`src/rcwt_pkg.sv`:
```
// Package with the shared types, codes and code decoder of the remote code whitelist table.
`timescale 1ns / 1ps
`default_nettype none

package rcwt_pkg;

    localparam int SLOT_COUNT_DEF = 16;
    localparam int BASE_W         = 28;
    localparam int REQ_W          = 2;
    localparam int SLOT_W         = 4;
    localparam int CODE_W         = 32;
    localparam int STATUS_W       = 3;
    localparam int BUTTON_W       = 3;

    typedef enum logic [REQ_W-1:0] {
        REQ_CHECK  = 2'd0,
        REQ_LEARN  = 2'd1,
        REQ_ENABLE = 2'd2,
        REQ_REMOVE = 2'd3
    } t_req_type;

    typedef enum logic [STATUS_W-1:0] {
        ST_OK        = 3'd0,
        ST_BAD_SLOT  = 3'd1,
        ST_BAD_CODE  = 3'd2,
        ST_NOT_FOUND = 3'd3,
        ST_DISABLED  = 3'd4
    } t_status;

    localparam logic [3:0] CMD_NIB_1  = 4'h1;
    localparam logic [3:0] CMD_NIB_2  = 4'h2;
    localparam logic [3:0] CMD_NIB_3  = 4'h4;
    localparam logic [3:0] CMD_NIB_4  = 4'h8;
    localparam logic [7:0] CMD_BYTE_1 = 8'hC0;
    localparam logic [7:0] CMD_BYTE_2 = 8'h03;
    localparam logic [7:0] CMD_BYTE_3 = 8'h0C;
    localparam logic [7:0] CMD_BYTE_4 = 8'h30;

    typedef struct packed {
        logic                ok;
        logic [BUTTON_W-1:0] button;
        logic [BASE_W-1:0]   base;
    } t_decode;

    typedef struct packed {
        logic we_base;
        logic we_enable;
    } t_mem_wr;

    function automatic t_decode decode_code(input logic [CODE_W-1:0] code);
        t_decode d;
        d.button = '0;
        d.base   = '0;
        case (code[3:0])
            CMD_NIB_1: d.button = 3'd1;
            CMD_NIB_2: d.button = 3'd2;
            CMD_NIB_3: d.button = 3'd3;
            CMD_NIB_4: d.button = 3'd4;
            default:   d.button = '0;
        endcase
        if (d.button != '0) begin
            d.base = code[CODE_W-1:4];
        end else begin
            case (code[7:0])
                CMD_BYTE_1: d.button = 3'd1;
                CMD_BYTE_2: d.button = 3'd2;
                CMD_BYTE_3: d.button = 3'd3;
                CMD_BYTE_4: d.button = 3'd4;
                default:    d.button = '0;
            endcase
            if (d.button != '0) begin
                d.base = {4'b0, code[CODE_W-1:8]};
            end
        end
        d.ok = (d.button != '0) && (d.base != '0);
        return d;
    endfunction

endpackage

`default_nettype wire

```
`src/rcwt_ifs.sv`:
```
// Valid-ready channel interfaces for the request and response items of the whitelist table.
`timescale 1ns / 1ps
`default_nettype none

interface rcwt_req_if;
    logic                          valid;
    logic                          ready;
    logic [rcwt_pkg::REQ_W-1:0]    req_type;
    logic [rcwt_pkg::SLOT_W-1:0]   slot_index;
    logic [rcwt_pkg::CODE_W-1:0]   raw_code;
    logic                          enable_flag;

    modport source (output valid, req_type, slot_index, raw_code, enable_flag, input ready);
    modport sink   (input valid, req_type, slot_index, raw_code, enable_flag, output ready);
endinterface

interface rcwt_rsp_if;
    logic                          valid;
    logic                          ready;
    logic [rcwt_pkg::STATUS_W-1:0] status;
    logic [rcwt_pkg::BUTTON_W-1:0] button;
    logic [rcwt_pkg::SLOT_W-1:0]   matched_slot;

    modport source (output valid, status, button, matched_slot, input ready);
    modport sink   (input valid, status, button, matched_slot, output ready);
endinterface

`default_nettype wire

```
`src/rcwt_slot_mem.sv`:
```
// Slot memories for base codes and enable bits, with per-entry valid bits cleared at reset.
`timescale 1ns / 1ps
`default_nettype none

module rcwt_slot_mem #(
    parameter int SLOT_COUNT = rcwt_pkg::SLOT_COUNT_DEF,
    parameter int AW         = (SLOT_COUNT > 1) ? $clog2(SLOT_COUNT) : 1
) (
    input  wire logic                        i_clk,
    input  wire logic                        i_rst_n,
    input  wire rcwt_pkg::t_mem_wr           i_wr,
    input  wire logic [AW-1:0]               i_wr_addr,
    input  wire logic [rcwt_pkg::BASE_W-1:0] i_wr_base,
    input  wire logic                        i_wr_enable,
    input  wire logic                        i_rd_en,
    input  wire logic [AW-1:0]               i_rd_addr,
    output logic      [rcwt_pkg::BASE_W-1:0] o_rd_base,
    output logic                             o_rd_enable
);
    import rcwt_pkg::*;

    logic [BASE_W-1:0]     mem_base [SLOT_COUNT];
    logic                  mem_en   [SLOT_COUNT];
    logic [SLOT_COUNT-1:0] r_base_vld;
    logic [SLOT_COUNT-1:0] r_en_vld;
    logic [BASE_W-1:0]     r_rd_base;
    logic                  r_rd_en;
    logic                  r_rd_base_vld;
    logic                  r_rd_en_vld;

    always_ff @(posedge i_clk) begin
        if (i_wr.we_base) begin
            mem_base[i_wr_addr] <= i_wr_base;
        end
        if (i_wr.we_enable) begin
            mem_en[i_wr_addr] <= i_wr_enable;
        end
        if (i_rd_en) begin
            r_rd_base     <= mem_base[i_rd_addr];
            r_rd_en       <= mem_en[i_rd_addr];
            r_rd_base_vld <= r_base_vld[i_rd_addr];
            r_rd_en_vld   <= r_en_vld[i_rd_addr];
        end
    end

    always_ff @(posedge i_clk) begin
        if (!i_rst_n) begin
            r_base_vld <= '0;
            r_en_vld   <= '0;
        end else begin
            if (i_wr.we_base) begin
                r_base_vld[i_wr_addr] <= 1'b1;
            end
            if (i_wr.we_enable) begin
                r_en_vld[i_wr_addr] <= 1'b1;
            end
        end
    end

    assign o_rd_base   = r_rd_base_vld ? r_rd_base : '0;
    assign o_rd_enable = r_rd_en_vld & r_rd_en;

endmodule

`default_nettype wire

```
`src/remote_code_whitelist_table.sv`:
```
// Top level of the remote code whitelist table: request decode, slot scan and result register.
//
//  Channel | Dir | Payload                                          | Accepted when
//  i_req   | in  | req_type, slot_index, raw_code, enable_flag      | valid && ready
//  o_rsp   | out | status, button, matched_slot                     | valid && ready
//
// Learn, enable, remove and undecodable checks go from acceptance straight to the done state,
// which loads the result into the output register. A check scans the slot memory one entry
// per cycle through its single read port and ends early on a match.
// Reset clears the valid bits of every slot at once; the block is ready once reset is released.
// A new item is accepted while a result still waits in the output register; a stalled
// output only holds the block once the next result is ready.
`timescale 1ns / 1ps
`default_nettype none

module remote_code_whitelist_table #(
    parameter int SLOT_COUNT = rcwt_pkg::SLOT_COUNT_DEF
) (
    input  wire logic  i_clk,
    input  wire logic  i_rst_n,
    rcwt_req_if.sink   i_req,
    rcwt_rsp_if.source o_rsp
);
    import rcwt_pkg::*;

    localparam int          AW   = (SLOT_COUNT > 1) ? $clog2(SLOT_COUNT) : 1;
    localparam logic [AW-1:0] LAST = AW'(SLOT_COUNT - 1);

    typedef enum logic [2:0] {
        S_IDLE = 3'b001,
        S_SCAN = 3'b010,
        S_DONE = 3'b100
    } t_state;

    t_state              r_state, n_state;
    logic [AW-1:0]       r_addr, n_addr;
    logic                r_issue, n_issue;
    logic                r_cmp_pend, n_cmp_pend;
    logic [AW-1:0]       r_cmp_idx, n_cmp_idx;
    logic [BASE_W-1:0]   r_key, n_key;
    logic [BUTTON_W-1:0] r_btn, n_btn;
    t_status             r_res_status, n_res_status;
    logic [BUTTON_W-1:0] r_res_btn, n_res_btn;
    logic [SLOT_W-1:0]   r_res_slot, n_res_slot;
    logic                r_out_vld, n_out_vld;
    t_status             r_out_status, n_out_status;
    logic [BUTTON_W-1:0] r_out_btn, n_out_btn;
    logic [SLOT_W-1:0]   r_out_slot, n_out_slot;

    t_decode             w_dec;
    logic                w_acc;
    logic                w_bad_slot;
    t_mem_wr             w_wr;
    logic [BASE_W-1:0]   w_wr_base;
    logic                w_wr_enable;
    logic [BASE_W-1:0]   w_rd_base;
    logic                w_rd_enable;
    logic                w_hit;

    assign w_dec      = decode_code(i_req.raw_code);
    assign i_req.ready = i_rst_n && (r_state == S_IDLE);
    assign w_acc      = i_req.valid && i_req.ready;
    assign w_bad_slot = int'(i_req.slot_index) >= SLOT_COUNT;
    assign w_hit      = r_cmp_pend && (w_rd_base == r_key);

    rcwt_slot_mem #(
        .SLOT_COUNT (SLOT_COUNT),
        .AW         (AW)
    ) u_slot_mem (
        .i_clk       (i_clk),
        .i_rst_n     (i_rst_n),
        .i_wr        (w_wr),
        .i_wr_addr   (AW'(i_req.slot_index)),
        .i_wr_base   (w_wr_base),
        .i_wr_enable (w_wr_enable),
        .i_rd_en     ((r_state == S_SCAN) && r_issue),
        .i_rd_addr   (r_addr),
        .o_rd_base   (w_rd_base),
        .o_rd_enable (w_rd_enable)
    );

    always_comb begin
        n_state      = r_state;
        n_addr       = r_addr;
        n_issue      = r_issue;
        n_cmp_pend   = 1'b0;
        n_cmp_idx    = r_cmp_idx;
        n_key        = r_key;
        n_btn        = r_btn;
        n_res_status = r_res_status;
        n_res_btn    = r_res_btn;
        n_res_slot   = r_res_slot;
        n_out_vld    = r_out_vld && !o_rsp.ready;
        n_out_status = r_out_status;
        n_out_btn    = r_out_btn;
        n_out_slot   = r_out_slot;
        w_wr         = '0;
        w_wr_base    = '0;
        w_wr_enable  = 1'b0;

        unique case (r_state)
            S_IDLE: begin
                if (w_acc) begin
                    n_state      = S_DONE;
                    n_res_status = ST_OK;
                    n_res_btn    = '0;
                    n_res_slot   = '0;
                    if (t_req_type'(i_req.req_type) == REQ_CHECK) begin
                        if (!w_dec.ok) begin
                            n_res_status = ST_BAD_CODE;
                        end else begin
                            n_state = S_SCAN;
                            n_key   = w_dec.base;
                            n_btn   = w_dec.button;
                            n_addr  = '0;
                            n_issue = 1'b1;
                        end
                    end else if (w_bad_slot) begin
                        n_res_status = ST_BAD_SLOT;
                    end else begin
                        unique case (t_req_type'(i_req.req_type))
                            REQ_LEARN: begin
                                if (!w_dec.ok) begin
                                    n_res_status = ST_BAD_CODE;
                                end else begin
                                    w_wr.we_base   = 1'b1;
                                    w_wr.we_enable = 1'b1;
                                    w_wr_base      = w_dec.base;
                                    w_wr_enable    = 1'b1;
                                end
                            end
                            REQ_ENABLE: begin
                                w_wr.we_enable = 1'b1;
                                w_wr_enable    = i_req.enable_flag;
                            end
                            REQ_REMOVE: begin
                                w_wr.we_base   = 1'b1;
                                w_wr.we_enable = 1'b1;
                            end
                            default: begin
                                n_res_status = ST_OK;
                            end
                        endcase
                    end
                end
            end
            S_SCAN: begin
                n_cmp_pend = r_issue;
                n_cmp_idx  = r_addr;
                if (r_issue) begin
                    if (r_addr == LAST) begin
                        n_issue = 1'b0;
                    end else begin
                        n_addr = r_addr + 1'b1;
                    end
                end
                if (w_hit) begin
                    n_state    = S_DONE;
                    n_issue    = 1'b0;
                    n_cmp_pend = 1'b0;
                    if (w_rd_enable) begin
                        n_res_status = ST_OK;
                        n_res_btn    = r_btn;
                        n_res_slot   = SLOT_W'(r_cmp_idx);
                    end else begin
                        n_res_status = ST_DISABLED;
                    end
                end else if (r_cmp_pend && (r_cmp_idx == LAST)) begin
                    n_state      = S_DONE;
                    n_issue      = 1'b0;
                    n_cmp_pend   = 1'b0;
                    n_res_status = ST_NOT_FOUND;
                end
            end
            S_DONE: begin
                if (!r_out_vld || o_rsp.ready) begin
                    n_out_vld    = 1'b1;
                    n_out_status = r_res_status;
                    n_out_btn    = r_res_btn;
                    n_out_slot   = r_res_slot;
                    n_state      = S_IDLE;
                end
            end
            default: begin
                n_state = S_IDLE;
            end
        endcase
    end

    always_ff @(posedge i_clk) begin
        if (!i_rst_n) begin
            r_state    <= S_IDLE;
            r_issue    <= 1'b0;
            r_cmp_pend <= 1'b0;
            r_out_vld  <= 1'b0;
        end else begin
            r_state    <= n_state;
            r_issue    <= n_issue;
            r_cmp_pend <= n_cmp_pend;
            r_out_vld  <= n_out_vld;
        end
    end

    always_ff @(posedge i_clk) begin
        r_addr       <= n_addr;
        r_cmp_idx    <= n_cmp_idx;
        r_key        <= n_key;
        r_btn        <= n_btn;
        r_res_status <= n_res_status;
        r_res_btn    <= n_res_btn;
        r_res_slot   <= n_res_slot;
        r_out_status <= n_out_status;
        r_out_btn    <= n_out_btn;
        r_out_slot   <= n_out_slot;
    end

    assign o_rsp.valid        = r_out_vld;
    assign o_rsp.status       = r_out_status;
    assign o_rsp.button       = r_out_btn;
    assign o_rsp.matched_slot = r_out_slot;

    a_accept_leaves_idle: assert property (@(posedge i_clk) disable iff (!i_rst_n)
        w_acc |=> (r_state != S_IDLE))
        else $error("accepted item did not start work");

    a_button_only_on_ok: assert property (@(posedge i_clk) disable iff (!i_rst_n)
        (r_out_vld && (r_out_btn != '0)) |-> (r_out_status == ST_OK))
        else $error("button reported on a failed request");

    a_compare_only_in_scan: assert property (@(posedge i_clk) disable iff (!i_rst_n)
        r_cmp_pend |-> (r_state == S_SCAN))
        else $error("slot compare pending outside the scan");

    a_scan_issues_in_order: assert property (@(posedge i_clk) disable iff (!i_rst_n)
        ((r_state == S_SCAN) && r_issue && (n_state == S_SCAN)) |=>
            (r_cmp_pend && (r_cmp_idx == $past(r_addr))))
        else $error("slot read and compare out of step");

endmodule

`default_nettype wire

```
`src/flat_wrapper.sv`:
```
// flat-port wrapper written by rule: the top's interface ports become plain ports
module remote_code_whitelist_table_flat import rcwt_pkg::*;
#(
    parameter int SLOT_COUNT = rcwt_pkg::SLOT_COUNT_DEF
)
  (i_clk, i_rst_n, i_req_valid, i_req_req_type, i_req_slot_index, i_req_raw_code, i_req_enable_flag, i_req_ready, o_rsp_valid, o_rsp_status, o_rsp_button, o_rsp_matched_slot, o_rsp_ready);
  rcwt_req_if i_req_i ();
  rcwt_rsp_if o_rsp_i ();
  input  wire logic i_clk;
  input  wire logic i_rst_n;
  input wire logic [$bits(i_req_i.valid)-1:0] i_req_valid;
  input wire logic [$bits(i_req_i.req_type)-1:0] i_req_req_type;
  input wire logic [$bits(i_req_i.slot_index)-1:0] i_req_slot_index;
  input wire logic [$bits(i_req_i.raw_code)-1:0] i_req_raw_code;
  input wire logic [$bits(i_req_i.enable_flag)-1:0] i_req_enable_flag;
  output wire logic [$bits(i_req_i.ready)-1:0] i_req_ready;
  output wire logic [$bits(o_rsp_i.valid)-1:0] o_rsp_valid;
  output wire logic [$bits(o_rsp_i.status)-1:0] o_rsp_status;
  output wire logic [$bits(o_rsp_i.button)-1:0] o_rsp_button;
  output wire logic [$bits(o_rsp_i.matched_slot)-1:0] o_rsp_matched_slot;
  input wire logic [$bits(o_rsp_i.ready)-1:0] o_rsp_ready;
  assign i_req_i.valid = i_req_valid;
  assign i_req_i.req_type = i_req_req_type;
  assign i_req_i.slot_index = i_req_slot_index;
  assign i_req_i.raw_code = i_req_raw_code;
  assign i_req_i.enable_flag = i_req_enable_flag;
  assign i_req_ready = i_req_i.ready;
  assign o_rsp_valid = o_rsp_i.valid;
  assign o_rsp_status = o_rsp_i.status;
  assign o_rsp_button = o_rsp_i.button;
  assign o_rsp_matched_slot = o_rsp_i.matched_slot;
  assign o_rsp_i.ready = o_rsp_ready;
  remote_code_whitelist_table #(.SLOT_COUNT(SLOT_COUNT)) u_core (.i_clk(i_clk), .i_rst_n(i_rst_n), .i_req(i_req_i), .o_rsp(o_rsp_i));
endmodule
```
`config.mk`:
```
export PLATFORM = sky130hd
export DESIGN_NAME = remote_code_whitelist_table_flat
export DESIGN_NICKNAME = d
export VERILOG_FILES = /design/src/rcwt_pkg.sv /design/src/rcwt_ifs.sv /design/src/rcwt_slot_mem.sv /design/src/remote_code_whitelist_table.sv /design/src/flat_wrapper.sv
export SDC_FILE = /design/constraint.sdc
export NUM_CORES = 1
export LEC_CHECK = 0
export ABC_AREA = 0
export BUFFER_PORTS_ARGS = -buffer_cell sky130_fd_sc_hd__buf_2
export CAP_MARGIN = 10
export CORE_MARGIN = 2
export CORE_UTILIZATION = 45
export CTS_CLUSTER_DIAMETER = 120
export CTS_CLUSTER_SIZE = 8
export DETAILED_ROUTE_END_ITERATION = 10
export MAX_ROUTING_LAYER = met4
export PLACE_DENSITY = 0.72
export SYNTH_ARGS = -nofsm -noshare
export SYNTH_HDL_FRONTEND = slang
export SYNTH_HIERARCHICAL = 1
export SYNTH_SLANG_ARGS = --single-unit
```
`constraint.sdc`:
```
create_clock -name i_clk -period 6.6 [get_ports i_clk]
set_clock_uncertainty 0.1 [all_clocks]
set_input_delay 0.33 -clock i_clk [delete_from_list [all_inputs] [get_ports i_clk]]
set_output_delay 0.33 -clock i_clk [all_outputs]
set_load 0.01 [all_outputs]
```
-- After elaboration in Yosys (flattened, before gate mapping)
Memory sizes are Yosys's and may differ from the RTL's. A register that Yosys moved wholly into a read port is not among the register bits.
Index checks and enable logic that the tools add are counted.
Widths: inputs -> output; s select.
- memory bits (writable): 464
- output and inout bits: 12
- input bits: 43
- register bits after elaboration: 99
- memories: 2
- $lt $le $gt $ge: 3
- equality and inequality tests: 26
- bitwise operators: 5
- add/sub/neg operators: 1
- reduce and logical (&&, ||, !) cells: 26
- muxes and demuxes: 72
- memories (name ; depth ; bits a word ; rd ports ; clocked after memory_dff ; wr ports ; RTL line ; text):
    u_core.u_slot_mem.mem_base ; 16 ; 28 ; 1 ; 1 ; 1 ; rcwt_slot_mem.sv:22 ; logic [BASE_W-1:0] mem_base [SLOT_COUNT];
    u_core.u_slot_mem.mem_en ; 16 ; 1 ; 1 ; 1 ; 1 ; rcwt_slot_mem.sv:23 ; logic mem_en [SLOT_COUNT];
- operator list (operator ; count):
    $mux 28 ; 7
    $mux 3 ; 17
    $mux 4 ; 8
    $or 16x16->16 ; 2
    $eq 28x28->1 ; 1
    $reduce_bool 28->1 ; 1
    $mux 24 ; 1
    $pmux 3 s4 ; 2
    $mux 1 ; 20
    $pmux 4 s2 ; 2
    $eq 4x4->1 const B ; 3
    $pmux 3 s2 ; 2
    $reduce_and 4->1 ; 3
    $lt 4x5->1 const B ; 2
    $mux 2 ; 5
    $ne 2x1->1 const B ; 5
    $pmux 3 s3 ; 1
    $reduce_bool 3->1 ; 3
    $bmux 1 s4 ; 2
    $eq 8x2->1 const B ; 1
    $eq 8x4->1 const B ; 1
    $eq 8x6->1 const B ; 1
    $eq 8x8->1 const B ; 1
    $logic_and 1x1->1 ; 8
    other kinds (25) ; 34

-- Longest topological paths before layout
- depth in word-level cells: 16
- gate-level depth with buffers: 10
- mapped depth without buffers: 9

-- Hierarchy
The synthesis kept the hierarchy.
- by module, submodules not included (module ; cells each ; sequential area each (um^2) ; instances ; area an instance (um^2)):
    rcwt_slot_mem ; 905 ; 15504.9 ; 1 ; 19804.0
    remote_code_whitelist_table ; 299 ; 1891.8 ; 1 ; 3490.8

-- Worst setup path before layout
OpenSTA, ideal clock, no wires.
- kind: input to register
- start point: input i_req_raw_code[0]
- end point: memory u_core.u_slot_mem.mem_base[0][0], enable pin
- library setup time: 0.450 ns
- data arrival time: 4.375 ns
- buffers on the path: 1
- stages on the path: 9
- data required time: 6.050 ns
- path slack: 1.675 ns
- path through: buf_4 > nor2b_1 > a221o_2 > mux2i_1 > a31oi_1 > nor2_1 > o21ai_0 > or3b_1 > nor3_1
- RTL lines (element ; RTL line ; text):
    start, declared ; flat_wrapper.sv:14 ; input wire logic [$bits(i_req_i.raw_code)-1:0] i_req_raw_code;
    end, declared ; rcwt_slot_mem.sv:22 ;

==> metrics <==
critical path startpoint category=input pin; main combinational cell family by area after synthesis=multiplexers; Slew HR=15.3%; final setup TNS=0 ns; final-report setup violation count=0; 1st-iter DRT viols=roughly 1,600; CP Capture Type=flip-flop; clk slew on worst S/H paths=0.05 ns; mux contribution to synthesized area=12.0%; CP Launch Point=i_req_raw_code[1]; Pleak=about 0.0073 µW; post-synth top area share=a little under three quarters; TritonCTS clock tree=built; Synthesized Nets=between 1,000 and 1,500; peak supply drop=about 0.3 mV; gr ovfl total=0; largest net degree at the start of global routing=roughly 130; Slew @ Worst Pin=roughly 1.3 ns; CP required=roughly 6.7 ns; RSZ-0062 raised after global routing=no; Seq pwr share=51.1%; internal power=~6400 µW; Syn Std Cell Area=around 0.023 mm²; CTS Buf Count=between 80 and 90; status=finished, final reports clean; via count=approximately 12,000; area leader, netlist=edfxtp_1; Longest Clk Path Bufs=3; Post-synth EDFFs=approximately 550; Logic pwr share=roughly 1.8%; sequential area share after synthesis=approximately three quarters; clock share of power=47.1%; fin. max-slew vios=0; total power draw=around 8000 µW; wire per inst=about 26 µm; Cell Rows=83; Area contributors post-synth=edfxtp_1 (71%), mux4_2 (12%), dfxtp_1 (3.3%), a22oi_1 (2.1%), o21a_1 (1.1%); clock sink count=592; XOR/XNOR Fraction of Synth Area=1.17%; Chip Width=roughly 230 µm; post-synthesis async set-or-reset flop share=0%; Setup WS post-layout=about 2.2 ns; DR DRC count=0; vias in the first global route=roughly 12,000; Port Buffers=54; H-Tree Depth=3; syn avg cell area=about 19 µm²; share of layout cells above drive strength 1=between 20% and 30%; Vias/cell=between 5 and 6; Top FF cell, synth=edfxtp_1; DRT Pass-1 Iters=5; Cell variety after synth=53; layout net count=~1,400; Syn. warnings=6; Final Hold Viols=0; final wirelength=about 53,000 µm; antenna violations before repair=7; setup bufs post-CTS=0; core area=between 0.05 and 0.06 mm²; hold path depth=2; Adder-Cell Fraction of Synth Area=less than 1%; Post-DRT Antenna Nets=0; CP Max Fanout=30; Min Clock Period, post-route=around 4.4 ns; #FFs+latches synth=between 500 and 600; Initial Util=a little under half; final worst-path cycle share=approximately two thirds; num ports=between 50 and 60; Crit Path Class=input pin to flip-flop; area growth from synthesis to layout=15.0%; first-pass GRT wire length=77,900 µm; Sw Pwr=approximately 1600 µW; Root Driver=clkbuf_16; Cells after Synth=approximately 1,200; Post-Synth Simple-Gate Area=under 10%; Die Footprint=~0.054 mm²; max_cap viols=0; max frequency=approximately 230 MHz; post-synthesis compound-gate area fraction=about 5.1%; Hold Path Origin=i_req_raw_code[17]; RR Startpoint=u_core/r_state[1]; switching share of power=just under 20%; gpl congestion=around 0.9; clk_lat worst skew=approximately 0.6 ns; reg2reg path depth=8; pwr dens=between 200 and 300 mW/mm²; DIE HEIGHT=232 µm; dpl ws=roughly 1.8 ns; gr usage total=between 20% and 30%; worst endpoint data arrival time=about 4.5 ns; post-detailed-placement half-perimeter wirelength=32,200 µm; Hold/Removal Path Class=input pin to flip-flop
metrics by stage:
stage,utilization [%],hold WS (ns),cell area [µm²],instances
after global routing,52.3,0.0274,26800,2033
after global placement,47.6,0.303,24400,1895
after floorplan,-,0.300,23300,1204
final,52.3,0.0438,26800,2036
after detailed placement,47.6,0.305,24400,1895
after CTS,52.2,0.00267,26700,2024
cell type report:
type                            count  area (µm²)
Tap cell                          680         851
Sequential cell                   592       17400
Multi-Input combinational cell    540        5670
Inverter                           10        37.5
Clock buffer                      120        2220
Timing Repair Buffer               82         518
Clock inverter                      4        75.1
Antenna cell                        8        20.0
Fill cell                        3926       24400
repair_timing:
action | CTS | global route
resized for setup | 0 | 0
hold buffers | 5 | 0
endpoints found under the hold margin | 4 | 0
cell usage in the layout (no fill, tap or decap), types with 5 or more instances in the layout:
| master | n |
|---|---|
| edfxtp_1 | 554 |
| mux4_2 | 124 |
| clkbuf_16 | 83 |
| a22oi_1 | 65 |
| buf_2 | 54 |
| nand2_1 | 51 |
| dfxtp_1 | 38 |
| clkbuf_1 | 37 |
| nor2_1 | 34 |
| o21a_1 | 33 |
| and2_1 | 32 |
| a22o_1 | 25 |
| buf_4 | 21 |
| nor2b_1 | 20 |
| xnor2_1 | 18 |
| nor2_4 | 14 |
| xor2_1 | 13 |
| and3_1 | 11 |
| nor4_1 | 10 |
| inv_1 | 10 |
| diode_2 | 8 |
| nand3_1 | 7 |
| o21ai_0 | 6 |
| nor3_1 | 6 |
| nor2b_2 | 6 |
| nand3b_1 | 6 |
| dlygate4sd3_1 | 5 |
| a21oi_1 | 5 |
| nand4_1 | 5 |
| ha_1 | 5 |
critical path, cell delays in order:
cell	delay, ns
buf_2	0.15
nor2_1	0.32
a221o_2	0.59
mux2i_1	0.18
a31oi_1	0.58
nor2_1	0.14
o21ai_0	0.71
nand3_1	0.49
nor2_4	0.97
per-layer routing:
layer	vias to the layer above	track usage [%]	wire, µm
met2	579	29.6	24200
met5	-	-	0
li1	5115	-	-
met1	6217	28.1	21300
met3	68	7.80	6550
met4	0	5.30	799
power groups by stage:
stage | logic (µW) | clock network, µW | registers (µW)
floorplan | 76.5 | 0 | 4150
global placement | 133 | 0 | 4150
detailed placement | 136 | 0 | 4160
CTS | 139 | 3830 | 4090
global route | 151 | 3990 | 4080
finish | 142 | 3770 | 4090
cells in the mapped netlist, drive strengths merged (6+ instances only):
cell type and number:
edfxtp 554, mux4 124, a22oi 65, nand2 51
nor2 48, dfxtp 38, clkbuf 34, and2 33
o21a 33, buf 28, nor2b 28, a22o 25
xnor2 18, xor2 13, and3 12, nor4 11
inv 10, nor3 10, nand3 7, o21ai 7
nand3b 6
state kept, by name (all words and copies together), names as in the netlist:
signal                           flops
u_core/u_slot_mem/r_rd_base         28
u_core/u_slot_mem/r_rd_en            1
u_core/u_slot_mem/r_rd_en_vld        1
u_core/u_slot_mem/r_rd_base_vld      1
u_core/o_rsp.matched_slot            4
u_core/r_res_status                  3
u_core/o_rsp.status                  3
u_core/r_state                       3
u_core/r_btn                         3
u_core/r_cmp_pend                    1
u_core/o_rsp.button                  3
u_core/r_key                        28
u_core/u_slot_mem/mem_en            16
u_core/u_slot_mem/mem_base         448
u_core/r_addr                        4
u_core/r_res_btn                     3
u_core/u_slot_mem/r_en_vld          16
u_core/o_rsp.valid                   1
u_core/u_slot_mem/r_base_vld        16
u_core/r_issue                       1
u_core/r_cmp_idx                     4
u_core/r_res_slot                    4
final timing paths:
| path | slack, ns | to |
|---|---|---|
| setup / recovery | 2.22 | u_core/u_slot_mem/mem_base[11][13] |
| hold / removal | 0.04 | u_core/r_key[9] |
| setup reg to reg | 2.53 | u_core/u_slot_mem/mem_base[11][13] |
| hold reg to reg | 0.31 | u_core/o_rsp.button[2] |
logic make-up after synthesis:
logic type,Yosys count
AND/OR/NAND/NOR,226
adder cells (fa/ha/maj),5
AO/OA/AOI/OAI,153
buffers and inverters,72
XOR/XNOR,31
multiplexers,125
flip-flops,592
No activity file was read; power rests on OpenSTA's default activity.
